### src/dsrp_pkg.sv
// Package for the dense set block: item types, action and status codes.
// No dependencies; used by every module of the block.
package dsrp_pkg;

   localparam int DEFAULT_TABLE_DEPTH = 16;

   localparam logic [1:0] ACT_INSERT = 2'd0;
   localparam logic [1:0] ACT_REMOVE = 2'd1;
   localparam logic [1:0] ACT_PICK   = 2'd2;

   localparam logic [1:0] ST_DONE     = 2'd0;
   localparam logic [1:0] ST_PRESENCE = 2'd1;
   localparam logic [1:0] ST_FULL     = 2'd2;
   localparam logic [1:0] ST_EMPTY    = 2'd3;

   typedef struct packed {
      logic [1:0]         action;
      logic signed [31:0] value;
      logic [15:0]        random_word;
   } req_type;

   typedef struct packed {
      logic [1:0]         status;
      logic signed [31:0] picked_value;
      logic [4:0]         member_count;
   } rsp_type;

endpackage

### src/dsrp_table.sv
// Member table and count of the dense set, with the lookup and update logic.
// Depends on dsrp_pkg for the item types and codes.
module dsrp_table #(
   parameter int TABLE_DEPTH = dsrp_pkg::DEFAULT_TABLE_DEPTH
) (
   input  logic              clock,
   input  logic              reset,
   input  logic              req_fire,
   input  dsrp_pkg::req_type req_data,
   output dsrp_pkg::rsp_type result
);

   localparam int IDX_W = $clog2(TABLE_DEPTH);
   localparam int CNT_W = $clog2(TABLE_DEPTH + 1);

   logic [31:0]          entry_ff [TABLE_DEPTH];
   logic [31:0]          entry_in [TABLE_DEPTH];
   logic [CNT_W-1:0]     count_ff;
   logic [CNT_W-1:0]     count_in;
   logic [CNT_W-1:0]     count_after;
   logic [CNT_W-1:0]     last_cnt;
   logic [TABLE_DEPTH-1:0] match;
   logic                 found;
   logic                 full;
   logic                 empty;
   logic                 ins_ok;
   logic                 rem_ok;
   logic [IDX_W-1:0]     hit_idx;
   logic [IDX_W-1:0]     last_idx;
   logic [IDX_W-1:0]     pick_idx;
   logic [CNT_W+15:0]    pick_prod;
   logic [1:0]           status;
   logic [31:0]          picked;
   logic [CNT_W+4:0]     count_ext;

   always_comb begin
      for (int i = 0; i < TABLE_DEPTH; i++) begin
         match[i] = (CNT_W'(i) < count_ff) && (entry_ff[i] == $unsigned(req_data.value));
      end
   end

   // Members are distinct, so at most one match bit is set.
   always_comb begin
      hit_idx = '0;
      for (int i = 0; i < TABLE_DEPTH; i++) begin
         if (match[i]) begin
            hit_idx = hit_idx | IDX_W'(i);
         end
      end
   end

   assign found     = |match;
   assign full      = (count_ff == CNT_W'(TABLE_DEPTH));
   assign empty     = (count_ff == '0);
   assign last_cnt  = count_ff - CNT_W'(1);
   assign last_idx  = last_cnt[IDX_W-1:0];
   assign pick_prod = (CNT_W + 16)'(req_data.random_word) * (CNT_W + 16)'(count_ff);
   assign pick_idx  = pick_prod[16 +: IDX_W];

   always_comb begin
      status = dsrp_pkg::ST_DONE;
      picked = '0;
      ins_ok = 1'b0;
      rem_ok = 1'b0;
      case (req_data.action)
         dsrp_pkg::ACT_INSERT: begin
            if (found) begin
               status = dsrp_pkg::ST_PRESENCE;
            end else if (full) begin
               status = dsrp_pkg::ST_FULL;
            end else begin
               ins_ok = 1'b1;
            end
         end
         dsrp_pkg::ACT_REMOVE: begin
            if (found) begin
               rem_ok = 1'b1;
            end else begin
               status = dsrp_pkg::ST_PRESENCE;
            end
         end
         dsrp_pkg::ACT_PICK: begin
            if (empty) begin
               status = dsrp_pkg::ST_EMPTY;
            end else begin
               picked = entry_ff[pick_idx];
            end
         end
         default: begin
            status = dsrp_pkg::ST_DONE;
         end
      endcase
   end

   always_comb begin
      if (ins_ok) begin
         count_after = count_ff + CNT_W'(1);
      end else if (rem_ok) begin
         count_after = last_cnt;
      end else begin
         count_after = count_ff;
      end
      count_in = req_fire ? count_after : count_ff;
   end

   // The last member moves into the hole left by a removed value.
   always_comb begin
      for (int i = 0; i < TABLE_DEPTH; i++) begin
         entry_in[i] = entry_ff[i];
         if (req_fire && ins_ok && (count_ff == CNT_W'(i))) begin
            entry_in[i] = $unsigned(req_data.value);
         end
         if (req_fire && rem_ok && (hit_idx == IDX_W'(i))) begin
            entry_in[i] = entry_ff[last_idx];
         end
      end
   end

   assign count_ext           = {5'b0, count_after};
   assign result.status       = status;
   assign result.picked_value = $signed(picked);
   assign result.member_count = count_ext[4:0];

   always_ff @(posedge clock) begin
      if (reset) begin
         count_ff <= '0;
      end else begin
         count_ff <= count_in;
      end
   end

   always_ff @(posedge clock) begin
      entry_ff <= entry_in;
   end

endmodule

### src/dsrp_skid.sv
// Result register with a skid stage, so the request side never waits on a
// single stalled result. Depends on dsrp_pkg for the result type.
module dsrp_skid (
   input  logic              clock,
   input  logic              reset,
   input  logic              in_valid,
   output logic              in_ready,
   input  dsrp_pkg::rsp_type in_data,
   output logic              out_valid,
   input  logic              out_ready,
   output dsrp_pkg::rsp_type out_data
);

   logic              out_valid_ff;
   logic              out_valid_in;
   dsrp_pkg::rsp_type out_data_ff;
   dsrp_pkg::rsp_type out_data_in;
   logic              skid_valid_ff;
   logic              skid_valid_in;
   dsrp_pkg::rsp_type skid_data_ff;
   dsrp_pkg::rsp_type skid_data_in;
   logic              in_fire;

   assign in_ready = !skid_valid_ff;
   assign in_fire  = in_valid && in_ready;

   always_comb begin
      out_valid_in  = out_valid_ff;
      out_data_in   = out_data_ff;
      skid_valid_in = skid_valid_ff;
      skid_data_in  = skid_data_ff;
      if (!out_valid_ff || out_ready) begin
         if (skid_valid_ff) begin
            out_valid_in  = 1'b1;
            out_data_in   = skid_data_ff;
            skid_valid_in = 1'b0;
         end else begin
            out_valid_in = in_fire;
            if (in_fire) begin
               out_data_in = in_data;
            end
         end
      end else if (in_fire) begin
         skid_valid_in = 1'b1;
         skid_data_in  = in_data;
      end
   end

   always_ff @(posedge clock) begin
      if (reset) begin
         out_valid_ff  <= 1'b0;
         skid_valid_ff <= 1'b0;
      end else begin
         out_valid_ff  <= out_valid_in;
         skid_valid_ff <= skid_valid_in;
      end
   end

   always_ff @(posedge clock) begin
      out_data_ff  <= out_data_in;
      skid_data_ff <= skid_data_in;
   end

   assign out_valid = out_valid_ff;
   assign out_data  = out_data_ff;

endmodule

### src/dense_set_swap_remove_pick.sv
// Dense set with swap-remove and random pick: top level.
// An accepted item's result is registered, in the skid stage if the output stalls.
// Throughput is one item per cycle while the skid stage is empty, set by the
// combinational compare and update. Reset clears the member count and both result
// stages; table entries are not cleared and are read only after being written.
module dense_set_swap_remove_pick #(
   parameter int TABLE_DEPTH = dsrp_pkg::DEFAULT_TABLE_DEPTH
) (
   input  logic              clock,
   input  logic              reset,
   input  logic              req_valid,
   output logic              req_ready,
   input  dsrp_pkg::req_type req_data,
   output logic              rsp_valid,
   input  logic              rsp_ready,
   output dsrp_pkg::rsp_type rsp_data
);

   logic              req_fire;
   dsrp_pkg::rsp_type result;

   assign req_fire = req_valid && req_ready;

   dsrp_table #(
      .TABLE_DEPTH(TABLE_DEPTH)
   ) u_table (
      .clock    (clock),
      .reset    (reset),
      .req_fire (req_fire),
      .req_data (req_data),
      .result   (result)
   );

   dsrp_skid u_skid (
      .clock     (clock),
      .reset     (reset),
      .in_valid  (req_valid),
      .in_ready  (req_ready),
      .in_data   (result),
      .out_valid (rsp_valid),
      .out_ready (rsp_ready),
      .out_data  (rsp_data)
   );

endmodule

### config.mk
export PLATFORM = sky130hd
export DESIGN_NAME = dense_set_swap_remove_pick
export DESIGN_NICKNAME = d
export VERILOG_FILES = /design/src/dsrp_pkg.sv /design/src/dsrp_table.sv /design/src/dsrp_skid.sv /design/src/dense_set_swap_remove_pick.sv
export SDC_FILE = /design/constraint.sdc
export NUM_CORES = 2
export LEC_CHECK = 0
export CAP_MARGIN = 40
export CELL_PAD_IN_SITES_DETAIL_PLACEMENT = 1
export CELL_PAD_IN_SITES_GLOBAL_PLACEMENT = 2
export CORE_UTILIZATION = 45
export DETAILED_ROUTE_END_ITERATION = 6
export DONT_BUFFER_PORTS = 1
export HOLD_SLACK_MARGIN = 0.1
export PLACE_DENSITY = 0.82
export SLEW_MARGIN = 10
export SYNTH_ARGS = -nofsm -noshare
export SYNTH_HDL_FRONTEND = slang
export SYNTH_SLANG_ARGS = --single-unit
### constraint.sdc
create_clock -name clock -period 7.2 [get_ports clock]
set_input_delay 0.72 -clock clock [delete_from_list [all_inputs] [get_ports clock]]
set_output_delay 0.72 -clock clock [all_outputs]
set_load 0.01 [all_outputs]
==> summary.txt <==
Pwr
  – Cell Pwr Density: 179 nW/um2
  – Max VDD drop: 210 uV
  – Leak: 17.4 nW

Synth
  – EDFF count, synth: 590
  – Seq/Total Area, Yosys: 0.377
  – Cells after Synth: 4146
  – Synth Flop Type: edfxtp_1
  – Syn Nets: 4271
  – Mapped cell area: 47400 um2
  – Ys Warns: 0
  – Top-area cell type share of the netlist area: 0.374
  – Synth area leaders: edfxtp_1 (37%), mux2_2 (11%), xor2_1 (7.7%)
  – Post-synth cell types: 75
  – Syn_area_per_cell: 11.4 um2
  – Async SR Flop Fraction: 0
  – Synthesis-stage register bit count: 597
  – Synth area leader: edfxtp_1

Drt
  – Routed vias/inst: 7.17
  – Initial DRC Count: 6007
  – Post-DR wirelength/cell: 41.8 um
  – DR vias: 38500
  – Routed WL: 225000 um
  – DR DRC count: 0
  – Post-DRT Antenna Nets: 0
  – DRT Pass-1 Iters: 5

Critical path
  – Max FO, Critical Path: 32
  – Crit path capture: u_table.entry_ff[205]
  – Cell family with the largest share of critical-path delay: simple AND/OR/NAND/NOR gates
  – CP max stage cell: nor4b_2
  – R2r setup slk: 0.93 ns
  – Worst path required time: 7.49 ns
  – FF-to-FF End: u_table.entry_ff[205]
  – Kind of critical path: flop to flop
  – WP buf/inv: 3
  – CP cell instances: buf_4 > nor4b_2 > nor4_1 > nand3_1 > nor4_1 > buf_4 > or4b_1 > or4_4 > nor2_4 > nand4_1 > o21ai_4 > buf_4
  – Worst path depth: 12
  – R2R Path Start: u_table.count_ff[3]
  – Reg2Reg Depth: 12
  – CP dominant cell by count: buf_4
  – CP endpoint kind: flop
  – Max stage delay on crit path: 0.79 ns
  – Crit path DAT: 6.56 ns
  – Critical Path Start Type: flop
  – CP startpoint: u_table.count_ff[3]

Layout
  – Net count, final: 4047
  – Post-Layout Inst Area: 51200 um2
  – Commonest cells after routing, fill and taps aside: edfxtp_1 (590), mux2_2 (482), xor2_1 (417)
  – Fin cells: 5369
  – Fraction of layout cells with a size suffix above 1: 0.254
  – Fillers: 10800
  – P&R area growth vs syn: 8.07%
  – Most common cell after layout, fill and taps aside: edfxtp_1

Placed design
  – Pre-CTS WS: 1.04 ns
  – HPWL after DPL: 154000 um
  – Area of placed instances: 48600 um2
  – Placer Congestion: 1.08
  – Inst Count DP: 5216
  – Number of port buffers: 0

Floorplanning
  – Core footprint: 104000 um2
  – Die height: 327 um
  – Initial core utilization: 0.456
  – Die Wd: 327 um
  – IO Pins: 95
  – Total die area: 107000 um2
  – FP Rows: 118

Clocking
  – H-tree Lvls: 3
  – # Post-CTS Setup Buffers: 0
  – Post-CTS Resized: 0
  – CTS root buf: clkbuf_16
  – CTS tree: built
  – CTS Buf Count: 76
  – Clock slew at reported path FFs: 0.07 ns
  – Largest buffer count on any clock path: 3
  – CTS Sinks: 597
  – Post-CTS Hold Fix Bufs: 0
  – Worst skew pair latency: 0.68 ns

GRT
  – Vias in the first global route: 36900
  – GR Overflow Total: 0
  – First-pass GRT wire length: 308000 um
  – Largest net degree at the start of global routing: 122
  – Initial antenna violation count: 11
  – Total GRT Usage: 0.413

STA
  – Final Skew: 0.0342 ns
  – Final worst path period need: 6.27 ns
  – Worst hold slack: 0.128 ns
  – Final setup violation count: 0
  – Tcrit/Tclk final: 0.872
  – Max-slew violations: 0
  – Min setup slack post-route: 0.925 ns
  – RSZ-0062 raised after global routing: false
  – Max Freq: 0.159 GHz
  – Hold Fails Final Rpt: 0
  – Slew HR: 0.232
  – Tightest Pin Transition: 1.14 ns
  – Setup TNS Final: 0 ns

Worst hold path
  – Worst hold path class: input port to flop

Run
  – Max_cap viols: 0

Status
  – Status: finished, final reports clean
[cell usage after synthesis, drive strengths merged (3+ instances only)]
master,count
o21ai,50
a211o,3
and3,7
mux2,642
a21o,6
o21a,6
a221o,62
a22oi,31
dfxtp,7
a2111oi,4
clkbuf,223
mux4,160
nor3,33
and2,59
o31ai,9
fa,40
a31oi,5
or3,3
o221ai,95
buf,205
or4,14
o21bai,5
nor2b,7
nand2b,10
edfxtp,590
ha,31
nand4,79
nor2,175
mux2i,194
nand2,414
nor4b,3
a221oi,63
a21oi,16
xnor2,102
inv,68
nand3,157
xor2,419
a211oi,3
nor4,120
[per-stage QoR]
stage                util  power [mW]
finish              0.493        9.17
global route        0.493        9.27
CTS                 0.492        9.11
detailed placement  0.468        5.19
global placement    0.465        5.16
floorplan               -        4.83
[layer usage]
layer,share of wire,GRT usage,up-vias
met2,0.42,0.591,2771
met4,0.074,0.257,6
met5,0.00013,0,-
met3,0.13,0.129,572
met1,0.38,0.542,20000
li1,-,-,15200
[how the worst min path moves through the flow]
stage / start / end / slack, ns / cells past startpoint
6_report: reset / u_skid.skid_valid_ff / 0.13 / 1
5_1_grt: reset / u_skid.skid_valid_ff / 0.12 / 1
4_1_cts: reset / u_skid.skid_valid_ff / 0.11 / 1
3_5_place_dp: u_skid.skid_data_ff[38] / u_skid.out_data[38] / 0.51 / 2
3_3_place_gp: u_skid.skid_data_ff[38] / u_skid.out_data[38] / 0.52 / 2
2_1_floorplan: u_skid.skid_data_ff[38] / u_skid.out_data[38] / 0.49 / 2
[state kept, by name (all words and copies together) (netlist names)]
signal	cells
u_table.entry_ff	512
u_skid.out_data	39
u_skid.skid_data_ff	39
u_table.count_ff	5
u_skid.out_valid	1
u_skid.skid_valid_ff	1
[power by group]
part / switching [mW] / internal, mW
Combinational: 0.818 / 0.471
Sequential: 0.0437 / 3.85
Clock: 1.71 / 2.28
[cell type report]
| type | count | area, um2 | area share |
|---|---|---|---|
| inverter | 68 | 255 | 0.00498 |
| antenna | 6 | 15.0 | 0.000293 |
| multi-input combinational | 3053 | 27500 | 0.538 |
| tap | 1380 | 1730 | 0.0337 |
| clock buffer | 100 | 2070 | 0.0403 |
| sequential | 597 | 17900 | 0.349 |
| timing repair buffer | 126 | 1370 | 0.0267 |
| clock inverter | 39 | 400 | 0.00782 |
[cells by family (layout without fill, tap and decap cells)]
kind of cell,Yosys count,in the layout,synth area share
adders and majority gates,71,71,0.0251
muxes,996,996,0.274
DFF,597,597,0.377
and+or+nand+nor,1093,1093,0.112
xor gates and xnor gates,521,521,0.0963
buffers and inverters,496,333,0.0529
other,0,6,0
AOI/OAI and AO/OA,372,372,0.0634
No activity file was read; power rests on OpenSTA's default activity.
